<file path="src/rtl/line_line_intersection_2d_defines.svh">
// ----------------------------------------------------------------------------
// Line intersection assertion macros
// Shared concurrent assertion forms for the intersection block.
// ----------------------------------------------------------------------------
`ifndef LINE_LINE_INTERSECTION_2D_DEFINES_SVH
`define LINE_LINE_INTERSECTION_2D_DEFINES_SVH

// Same-cycle implication, checked out of reset.
`define LLI_ASSERT_NOW(lbl, ante, cons) \
  lbl: assert property (@(posedge clk_i) disable iff (!rst_ni) (ante) |-> (cons)) \
    else $error("line intersection check failed");

// Next-cycle implication, checked out of reset.
`define LLI_ASSERT_NEXT(lbl, ante, cons) \
  lbl: assert property (@(posedge clk_i) disable iff (!rst_ni) (ante) |=> (cons)) \
    else $error("line intersection check failed");

`endif

</file>
<file path="src/rtl/lli_pkg.sv">
// ----------------------------------------------------------------------------
// Line intersection package
// Shared types and default constants of the intersection block.
// ----------------------------------------------------------------------------
package lli_pkg;

  localparam int unsigned CoordBitsDef = 16;
  localparam int unsigned OutBitsDef   = 24;
  localparam int unsigned ThrBits      = 32;
  localparam logic [ThrBits-1:0] ThrReset = 32'd1;

  // Bit positions of the result flags in the output tuser.
  localparam int unsigned UserFound = 0;
  localparam int unsigned UserClip  = 1;
  localparam int unsigned UserBits  = 2;

  // Control that travels beside the data from the chain entry through every divider cell.
  typedef struct packed {
    logic valid;
    logic found;
    logic neg_x;
    logic neg_y;
    logic ovf_x;
    logic ovf_y;
  } lli_ctl_t;

endpackage

</file>
<file path="src/rtl/lli_div_cell.sv">
// ----------------------------------------------------------------------------
// Line intersection divider cell
// One restoring division step for both coordinates against the shared
// determinant magnitude; produces one quotient bit per lane.
// ----------------------------------------------------------------------------
module lli_div_cell
  import lli_pkg::*;
#(
  parameter int unsigned NW    = 52,
  parameter int unsigned DETW  = 35,
  parameter int unsigned OW    = OutBitsDef,
  parameter int unsigned SHIFT = 0
) (
  input  logic            clk_i,
  input  logic            rst_ni,
  input  logic            en_i,
  input  lli_ctl_t        ctl_i,
  input  logic [NW-1:0]   rx_i,
  input  logic [NW-1:0]   ry_i,
  input  logic [DETW-1:0] d_i,
  input  logic [OW-1:0]   qx_i,
  input  logic [OW-1:0]   qy_i,
  output lli_ctl_t        ctl_o,
  output logic [NW-1:0]   rx_o,
  output logic [NW-1:0]   ry_o,
  output logic [DETW-1:0] d_o,
  output logic [OW-1:0]   qx_o,
  output logic [OW-1:0]   qy_o
);

  localparam int unsigned EW = NW + OW;

  logic [EW-1:0] dsh;
  logic          bit_x, bit_y;

  assign dsh   = EW'(d_i) << SHIFT;
  assign bit_x = EW'(rx_i) >= dsh;
  assign bit_y = EW'(ry_i) >= dsh;

  always_ff @(posedge clk_i or negedge rst_ni) begin
    if (!rst_ni) begin
      ctl_o <= '0;
    end else if (en_i) begin
      ctl_o <= ctl_i;
    end
  end

  always_ff @(posedge clk_i) begin
    if (en_i) begin
      rx_o <= bit_x ? rx_i - dsh[NW-1:0] : rx_i;
      ry_o <= bit_y ? ry_i - dsh[NW-1:0] : ry_i;
      d_o  <= d_i;
      qx_o <= {qx_i[OW-2:0], bit_x};
      qy_o <= {qy_i[OW-2:0], bit_y};
    end
  end

endmodule

</file>
<file path="config.mk">
export PLATFORM = sky130hd
export DESIGN_NAME = lli_div_cell
export DESIGN_NICKNAME = d
export VERILOG_FILES = /design/src/rtl/line_line_intersection_2d_defines.svh /design/src/rtl/lli_pkg.sv /design/src/rtl/lli_div_cell.sv
export SDC_FILE = /design/constraint.sdc
export NUM_CORES = 1
export LEC_CHECK = 0
export BUFFER_PORTS_ARGS = -buffer_cell sky130_fd_sc_hd__buf_2
export CAP_MARGIN = 15
export CORE_AREA = 2 2 188 190
export CTS_CLUSTER_SIZE = 25
export DETAILED_ROUTE_END_ITERATION = 16
export DIE_AREA = 0 0 190 192
export GPL_ROUTABILITY_DRIVEN = 1
export GPL_TIMING_DRIVEN = 0
export SLEW_MARGIN = 15
export SYNTH_ARGS = -nofsm -noshare
export SYNTH_HDL_FRONTEND = slang
export SYNTH_SLANG_ARGS = --single-unit
</file>
<file path="constraint.sdc">
create_clock -name clk_i -period 0.8 [get_ports clk_i]
set_clock_uncertainty 0.05 [all_clocks]
set_input_delay 0 -clock clk_i [delete_from_list [all_inputs] [get_ports clk_i]]
set_output_delay 0 -clock clk_i [all_outputs]
set_load 0.02 [all_outputs]
</file>
==> results of run 1 <==
## logic make-up (layout without fill, tap and decap cells)
kind of cell             count (synthesis)  in the layout  share of synthesized area
AO/OA/AOI/OAI                          318            318                      0.166
adder cells (fa/ha/maj)                 72             72                     0.0768
AND/OR/NAND/NOR                        366            366                      0.157
XOR/XNOR                                95             95                     0.0697
multiplexers                            15             15                     0.0142
buffers and inverters                   95            827                     0.0337
other                                    0              6                          0
flip-flops                             193            193                      0.483
## cell type report
cell class,count,share of cell area
Clock buffer,18,0.0196
Clock inverter,14,0.00690
Tap cell,455,0.0259
Timing Repair Buffer,717,0.293
Sequential cell,193,0.263
Multi-Input combinational cell,866,0.362
Buffer,29,0.0176
Antenna cell,6,0.000684
Inverter,49,0.0121
## per-layer routing
layer,vias up,global-route usage,part of all wire
met3,94,0.0559,0.067
li1,5756,-,-
met2,499,0.441,0.51
met5,-,0,0.00096
met4,6,0.101,0.034
met1,5909,0.296,0.39
## Yosys cell counts, drive strengths merged, types with 27 or more instances
cell	count
xor2	53
nand4	27
nand2	103
inv	49
o21ai	89
edfxtp	187
a21oi	111
nor3	30
nand3	27
xnor2	42
nor2	88
ha	70
## sequential cells by signal (all words and copies together), names as in the netlist
register  flops
d_o          35
qy_o         24
qx_o         24
rx_o         52
ctl_o         6
ry_o         52
## worst paths after layout
kind,startpoint,to,slack (ps)
min reg2reg,ctl_o[3],ctl_o[3],490
max reg2reg,ctl_o[0],ctl_o[0],-60
min,d_i[0],rx_o[0],-100
max in group asynchronous,rst_ni,ctl_o[5],70
max,d_i[6],rx_o[49],-1570
min in group asynchronous,rst_ni,ctl_o[0],430
## tightest hold or removal path, delay by kind of cell
family | cells | cell delay [ps]
adders and majority gates | 1 | 130
buffers and inverters | 1 | 80
AOI/OAI and AO/OA | 1 | 40
## power groups by stage
stage / registers, uW / logic, uW / clock network [uW]
floorplan: 14500 / 4050 / 0
global placement: 13000 / 8680 / 0
detailed placement: 13000 / 8740 / 0
CTS: 12900 / 11200 / 8880
global route: 13100 / 13500 / 9220
finish: 13000 / 12800 / 8710
## stage by stage
stage                     setup TNS [ps]  worst slack, ps  utilization
after detailed placement         -325850            -2570        0.444
after CTS                        -205370            -1600        0.589
after floorplan                  -163970            -1690            -
after global placement           -781560            -3320        0.443
final                            -198970            -1570        0.640
after global routing             -212810            -1650        0.640
## what timing repair did
action | in CTS | in global routing
resized for setup | 456 | 391
hold endpoints to repair | 246 | 50
pin swaps | 112 | 113
hold buffers | 186 | 5
setup buffers | 79 | 62
gates cloned | 13 | 1
setup endpoints to repair | 404 | 305
==> results.sh, run 1 <==
export IMPL_status="complete, but fails checks"
export IMPL_violations="negative hold slack, negative setup slack"
export IMPL_p_leak_uw=0.00886
export IMPL_powerDensity_mw_per_mm2=1570
export IMPL_endpoint_kind="register"
export IMPL_drive_above_1_share=0.511
export IMPL_yosysSeqAreaShare=0.483
export IMPL_syn_inst=1154
export IMPL_ir_worst_vdd_mv=1.66
export IMPL_maxCapViolCount=0
export IMPL_yosysWarnings=0
export IMPL_p_sw_uw=11400
export IMPL_rsz0062_at_grt="yes"
export IMPL_finalWorstSetupSlack_ps=-1570
export IMPL_p_int_uw=23100
export IMPL_wl_um=48900
export IMPL_rr_worst_depth=1
export IMPL_grt_start_max_net_pins=51
export IMPL_final_max_slew_viol_count=0
export IMPL_start_util=0.348
export IMPL_dp_cells=1993
export IMPL_power_uw=34500
export IMPL_crit_fanout=7
export IMPL_post_dp_cell_area_mm2=0.0152
export IMPL_whs_path_depth=3
export IMPL_pwr_share_seq=0.377
export IMPL_routed_via_density=5.23
export IMPL_async_flop_share=0.0311
export IMPL_ys_types=76
export IMPL_area_growth_pct=84.0
export IMPL_maxSlewHeadroom=0.424
export IMPL_synth_edff_count=187
export IMPL_worst_slew_pin_slew_ps=862
export IMPL_crit_family="compound AO/OA/AOI/OAI gates"
export IMPL_antenna_found_initial=9
export IMPL_initialDrtViolationCount=749
export IMPL_overflow=0
export IMPL_holdCritPathClass="in2reg"
export IMPL_ctsRootBufferMaster="clkbuf_16"
export IMPL_final_cell_mix="buf_2 (218), dlygate4sd3_1 (191), buf_6 (187), edfxtp_1 (187), buf_4 (101)"
export IMPL_fin_crit_sh=2.97
export IMPL_p_sw_frac=0.330
export IMPL_synthTopCellsByArea="edfxtp_1 (47%), ha_1 (7.3%), a21oi_1 (4.7%)"
export IMPL_cp_cell_sequence="buf_2 > inv_2 > ha_4 > a2111o_1 > o21ai_2 > o21ai_4 > a21oi_2 > a21oi_2 > nor3b_1 > or4_4 > xnor2_2"
export IMPL_power_share_clock=0.252
export IMPL_yosysTopAreaCell="edfxtp_1"
export IMPL_fin_cells=2347
export IMPL_cts_clk_slew_worst_paths_ps=80
export IMPL_fillCellCount=2556
export IMPL_rows=68
export IMPL_hold_ws_ps=-105
export IMPL_p_comb_frac=0.370
export IMPL_synth_top_area_share=0.471
export IMPL_final_hold_viol_count=46
export IMPL_h_tree_depth=4
export IMPL_crit_type="in2reg"
export IMPL_place_hpwl_um=32800
export IMPL_fin_area_mm2=0.0219
export IMPL_grt_total_usage=0.251
export IMPL_multiInputGateArea_mm2=0.00794
export IMPL_die_h_um=192
export IMPL_ys_ff_latch=193
export IMPL_cts_tree="built"
export IMPL_cts_made_buffers=17
export IMPL_critPathLaunchType="input port"
export IMPL_syn_nets=1422
export IMPL_clk_path_buf_depth=2
export IMPL_path_buf_inv=2
export IMPL_min_period_ps=2370
export IMPL_antenna_left=0
export IMPL_final_common_cell="buf_2"
export IMPL_io_buffers=383
export IMPL_grt_pass1_vias=12000
export IMPL_wl_per_cell_um=20.8
export IMPL_finalNetCount=2141
export IMPL_globalplace_congestion=0.863
export IMPL_cp_data_required_time_ps=970
export IMPL_firstDrtPassIters=5
export IMPL_cpPeakStageDelay_ps=550
export IMPL_clock_latency_ps=450
export IMPL_setup_viol_count_final=305
export IMPL_syn_area_mm2=0.0119
export IMPL_drcViolationCount=0
export IMPL_postSynthAreaPerCell_um2=10.3
export IMPL_grt_pass1_wl_um=68600
export IMPL_cp_arrival_ps=2540
export IMPL_critical_path_slowest_cell="or4_4"
export IMPL_timing_fmax_mhz=422
export IMPL_io_pins=389
export IMPL_cts_sinks=193
export IMPL_core_area_mm2=0.0343
export IMPL_die_x_um=190
export IMPL_vias=12300
export IMPL_register_area_mm2=0.00577
export IMPL_synthFlopType="edfxtp_1"
export IMPL_path_depth=11
export IMPL_crit_path_frequent_cell="a21oi_2"
export IMPL_die_area_mm2=0.0365
No activity file was read; power rests on OpenSTA's default activity.
==> inputs of run 2 (changes only) <==
CELL_PAD_IN_SITES_DETAIL_PLACEMENT = 0   (was unset)
CELL_PAD_IN_SITES_GLOBAL_PLACEMENT = 1   (was unset)
MAX_ROUTING_LAYER = met4   (was unset)
PLACE_DENSITY = 0.78   (was unset)
==> run 2 against run 1 <==
Compared with the run above:
- the run still ends with negative hold slack, negative setup slack left
- power fell by 1.5%
- wire length fell by 1.5%
- clock power is 0.9% lower
==> results.sh, run 2 (synthesis gave the netlist of run 1 again) <==
export IMPL_die_h_um=192
export IMPL_wl_um=48200
export IMPL_maxSlewHeadroom=0.428
export IMPL_fin_cells=2327
export IMPL_crit_family="simple AND/OR/NAND/NOR gates"
export IMPL_violations="negative hold slack, negative setup slack"
export IMPL_antenna_left=0
export IMPL_io_buffers=383
export IMPL_path_buf_inv=4
export IMPL_cp_data_required_time_ps=970
export IMPL_whs_path_depth=4
export IMPL_power_share_clock=0.254
export IMPL_core_area_mm2=0.0343
export IMPL_rsz0062_at_grt="yes"
export IMPL_die_area_mm2=0.0365
export IMPL_wl_per_cell_um=20.7
export IMPL_p_leak_uw=0.00847
export IMPL_finalNetCount=2116
export IMPL_fin_area_mm2=0.0213
export IMPL_final_common_cell="buf_2"
export IMPL_p_int_uw=22800
export IMPL_cts_tree="built"
export IMPL_cp_arrival_ps=2500
export IMPL_post_dp_cell_area_mm2=0.0152
export IMPL_multiInputGateArea_mm2=0.00760
export IMPL_area_growth_pct=78.8
export IMPL_ir_worst_vdd_mv=1.53
export IMPL_grt_pass1_wl_um=67900
export IMPL_dp_cells=1993
export IMPL_utilization=0.622
export IMPL_finalWorstSetupSlack_ps=-1540
export IMPL_h_tree_depth=4
export IMPL_drive_above_1_share=0.482
export IMPL_cts_sinks=193
export IMPL_rows=68
export IMPL_crit_fanout=5
export IMPL_maxCapViolCount=0
export IMPL_holdCritPathClass="in2reg"
export IMPL_p_comb_frac=0.363
export IMPL_io_pins=389
export IMPL_final_cell_mix="buf_2 (222), dlygate4sd3_1 (190), edfxtp_1 (187)"
export IMPL_rr_worst_depth=1
export IMPL_fin_crit_sh=2.92
export IMPL_globalplace_congestion=0.868
export IMPL_fillCellCount=2643
export IMPL_vias=12100
export IMPL_status="complete, but fails checks"
export IMPL_antenna_found_initial=11
export IMPL_crit_path_frequent_cell="o21ai_4"
export IMPL_path_depth=13
export IMPL_clk_path_buf_depth=2
export IMPL_overflow=0
export IMPL_final_max_slew_viol_count=0
export IMPL_p_sw_uw=11200
export IMPL_grt_start_max_net_pins=97
export IMPL_setup_viol_count_final=305
export IMPL_routed_via_density=5.21
export IMPL_crit_type="in2reg"
export IMPL_cts_made_buffers=17
export IMPL_ctsRootBufferMaster="clkbuf_16"
export IMPL_timing_fmax_mhz=428
export IMPL_firstDrtPassIters=5
export IMPL_initialDrtViolationCount=653
export IMPL_place_hpwl_um=33300
export IMPL_critical_path_slowest_cell="or4_4"
export IMPL_hold_ws_ps=-78.6
export IMPL_cpPeakStageDelay_ps=460
export IMPL_die_x_um=190
export IMPL_final_hold_viol_count=30
export IMPL_cts_clk_slew_worst_paths_ps=80
export IMPL_powerDensity_mw_per_mm2=1590
export IMPL_min_period_ps=2340
export IMPL_register_area_mm2=0.00577
export IMPL_start_util=0.348
export IMPL_endpoint_kind="register"
export IMPL_reg_top3="rx_o: 52 flops, ry_o: 52 flops, d_o: 35 flops"
export IMPL_worst_slew_pin_slew_ps=856
export IMPL_cp_cell_sequence="buf_8 > clkinvlp_4 > buf_4 > ha_4 > nand2_2 > or3_4 > a21oi_2 > o21ai_2 > o21ai_4 > buf_6 > o21ai_4 > or4_4 > xnor2_2"
export IMPL_grt_total_usage=0.255
export IMPL_pwr_share_seq=0.384
export IMPL_drcViolationCount=0
export IMPL_grt_pass1_vias=12100
export IMPL_critPathLaunchType="input port"
export IMPL_clock_latency_ps=460
export IMPL_p_sw_frac=0.330
-- run 2: cell count changes in the layout (fill, tap and decap cells not counted), sizes merged --
cell and change:
buf -22, bufbuf -3, clkinv +2, diode +5, dlygate4sd3 -1, inv -1
-- run 2: final timing paths --
check / from / endpoint / slack, ps
max: d_i[29] / rx_o[49] / -1540
max in group asynchronous: rst_ni / ctl_o[2] / 110
max reg2reg: ctl_o[5] / ctl_o[5] / -100
min reg2reg: ctl_o[2] / ctl_o[2] / 490
min in group asynchronous: rst_ni / ctl_o[0] / 410
min: rx_i[0] / rx_o[0] / -80
-- run 2: area by class of cell --
cell class	count	area share
plain buffers	32	0.0191
multi-input cells	866	0.356
inverters	49	0.0117
well taps	455	0.0267
repair buffers	689	0.287
clock buffers	17	0.0199
flip-flops and latches	193	0.271
diodes	11	0.00129
clock inverters	15	0.00710
-- run 2: repair_timing --
item / CTS / global route
gates cloned: 9 / 2
hold endpoints to repair: 243 / 36
setup buffers: 68 / 42
endpoints found under the setup margin: 401 / 376
hold buffers: 187 / 3
pin swaps: 70 / 75
resized for setup: 386 / 338
-- run 2: metrics by stage --
step | total power (uW) | setup WS, ps | TNS [ps]
global route | 35400 | -1640 | -216350
finish | 34000 | -1540 | -198140
floorplan | 18600 | -1690 | -163970
CTS | 32600 | -1620 | -203730
global placement | 21700 | -3260 | -774620
detailed placement | 21800 | -2490 | -322220
-- run 2: tightest hold or removal path, delay by kind of cell --
kind,cells,cell delay (ps)
compound gates,1,90
buf+inv,2,190
simple gates,1,30
-- run 2: per-layer routing --
layer	part of all wire	wire length, um	GRT usage	vias up
met2	0.51	24500	0.441	443
li1	-	-	-	5725
met4	0.038	1820	0.100	0
met3	0.056	2700	0.0530	92
met1	0.40	19200	0.291	5870
met5	0	0	-	-
-- run 2: power by group through the flow --
stage / sequential, uW / combinational [uW] / clock [uW]
floorplan: 14500 / 4050 / 0
global placement: 13000 / 8700 / 0
detailed placement: 13000 / 8770 / 0
CTS: 12900 / 10900 / 8810
global route: 13100 / 13100 / 9170
finish: 13000 / 12300 / 8630
==> inputs of run 3 (changes only) <==
REMOVE_ABC_BUFFERS = 1   (was unset)
==> run 3 against run 2 <==
Compared with the run above:
- the run still ends with negative hold slack, negative setup slack left
- die area unchanged
- sequential cell count is the same
- clock-buffer cell count unchanged
- critical path type unchanged
==> results.sh, run 3 (synthesis gave the netlist of run 1 again) <==
export IMPL_status="complete, but fails checks"
export IMPL_violations="negative hold slack, negative setup slack"
export IMPL_utilization=0.623
export IMPL_min_period_ps=2430
export IMPL_final_common_cell="buf_2"
export IMPL_critPathLaunchType="input port"
export IMPL_area_growth_pct=79.0
export IMPL_rr_worst_depth=2
export IMPL_cp_data_required_time_ps=960
export IMPL_io_pins=389
export IMPL_drcViolationCount=0
export IMPL_final_max_slew_viol_count=0
export IMPL_ir_worst_vdd_mv=1.53
export IMPL_rsz0062_at_grt="yes"
export IMPL_timing_fmax_mhz=412
export IMPL_finalWorstSetupSlack_ps=-1630
export IMPL_r2r_setup_slack_ps=-160
export IMPL_globalplace_congestion=0.871
export IMPL_die_h_um=192
export IMPL_maxCapViolCount=0
export IMPL_grt_pass1_vias=12300
export IMPL_worst_slew_pin_slew_ps=947
export IMPL_cts_made_buffers=17
export IMPL_core_area_mm2=0.0343
export IMPL_fin_crit_sh=3.03
export IMPL_overflow=0
export IMPL_dpl_worst_slack_ps=-3150
export IMPL_die_area_mm2=0.0365
export IMPL_antenna_left=0
export IMPL_hold_ws_ps=-308
export IMPL_grt_pass1_wl_um=69500
export IMPL_cts_sinks=193
export IMPL_reg_top3="rx_o: 52 flops, ry_o: 52 flops, d_o: 35 flops"
export IMPL_final_cell_mix="buf_2 (231), dlygate4sd3_1 (191), edfxtp_1 (187)"
export IMPL_start_util=0.348
export IMPL_grt_total_usage=0.261
export IMPL_wl_um=50800
export IMPL_p_leak_uw=0.00846
export IMPL_grt_start_max_net_pins=101
export IMPL_crit_type="in2reg"
export IMPL_initialDrtViolationCount=789
export IMPL_fin_area_mm2=0.0214
export IMPL_firstDrtPassIters=5
export IMPL_post_dp_cell_area_mm2=0.0143
export IMPL_endpoint_kind="register"
export IMPL_clk_path_buf_depth=2
export IMPL_whs_path_depth=1
export IMPL_clock_latency_ps=460
export IMPL_powerDensity_mw_per_mm2=1600
export IMPL_holdCritPathClass="in2reg"
export IMPL_io_buffers=386
export IMPL_drive_above_1_share=0.491
export IMPL_h_tree_depth=4
export IMPL_maxSlewHeadroom=0.353
export IMPL_vias=12400
export IMPL_finalNetCount=2116
export IMPL_rows=68
export IMPL_cts_tree="built"
export IMPL_wl_per_cell_um=21.9
export IMPL_setup_viol_count_final=305
export IMPL_die_x_um=190
export IMPL_cts_clk_slew_worst_paths_ps=80
export IMPL_ctsRootBufferMaster="clkbuf_16"
export IMPL_antenna_found_initial=7
export IMPL_cp_arrival_ps=2590
export IMPL_routed_via_density=5.33
export IMPL_place_hpwl_um=31300
export IMPL_final_hold_viol_count=30
export IMPL_crit_fanout=6
run 3: cell count changes in the layout (fill, tap and decap cells not counted), sizes merged, moves of 2 or more:
cell	change
a21o	+10
diode	-4
clkbuf	-8
clkinvlp	+3
buf	-4
clkinv	-2
run 3: worst paths after layout:
check	startpoint	end
min in group asynchronous	rst_ni	ctl_o[5]
worst max-delay path	d_i[0]	rx_o[42]
worst min register to register	ctl_o[4]	ctl_o[4]
worst min-delay path	d_i[0]	d_o[0]
max in group asynchronous	rst_ni	ctl_o[1]
worst max register to register	ctl_o[5]	ctl_o[5]
run 3: layout make-up:
class	instances	area (um2)
Antenna cell	7	17.5
Clock buffer	17	425
Clock inverter	15	158
Fill cell	2616	12900
Inverter	49	243
Multi-Input combinational cell	877	7950
Sequential cell	193	5770
Tap cell	455	569
Timing Repair Buffer	710	6230
run 3: where the power goes:
group	leakage [uW]	total, uW	switching, uW	internal [uW]
clock	0.000278	8650	4460	4200
sequential	0.00190	13000	497	12500
combinational	0.00628	12600	6640	5950
run 3: worst max-delay path, stage by stage:
cell and delay, ps:
buf_8 110, ha_4 160, fa_2 380, nand2b_4 170
a21oi_4 200, o41ai_4 110, o21ai_2 240, a2111oi_4 110
o21ai_2 190, buf_6 130, nor2_4 40, clkbuf_16 180
buf_16 160, a2111oi_4 270, xor2_1 110
run 3: repair_timing:
action | 4_1_cts | 5_1_grt
setup endpoints to repair | 397 | 399
endpoints found under the hold margin | 197 | 42
setup buffers | 94 | 38
hold buffers | 189 | 2
gates cloned | 13 | 5
pin swaps | 117 | 76
resized for setup | 466 | 415
run 3: per-stage QoR:
| stage | setup TNS, ps | cells | power [uW] |
|---|---|---|---|
| after detailed placement | -365540 | 1952 | 21100 |
| after global routing | -214010 | 2323 | 35600 |
| final | -200730 | 2323 | 34300 |
| after global placement | -848920 | 1949 | 21100 |
| after floorplan | -204000 | 1108 | 18000 |
| after CTS | -213520 | 2280 | 32600 |
run 3: layer usage:
layer | global-route usage | wire length, um | vias up
li1 | - | - | 5732
met1 | 0.292 | 19100 | 5977
met2 | 0.446 | 25900 | 545
met3 | 0.0590 | 3540 | 118
met4 | 0.123 | 2200 | 0
met5 | - | 0 | -
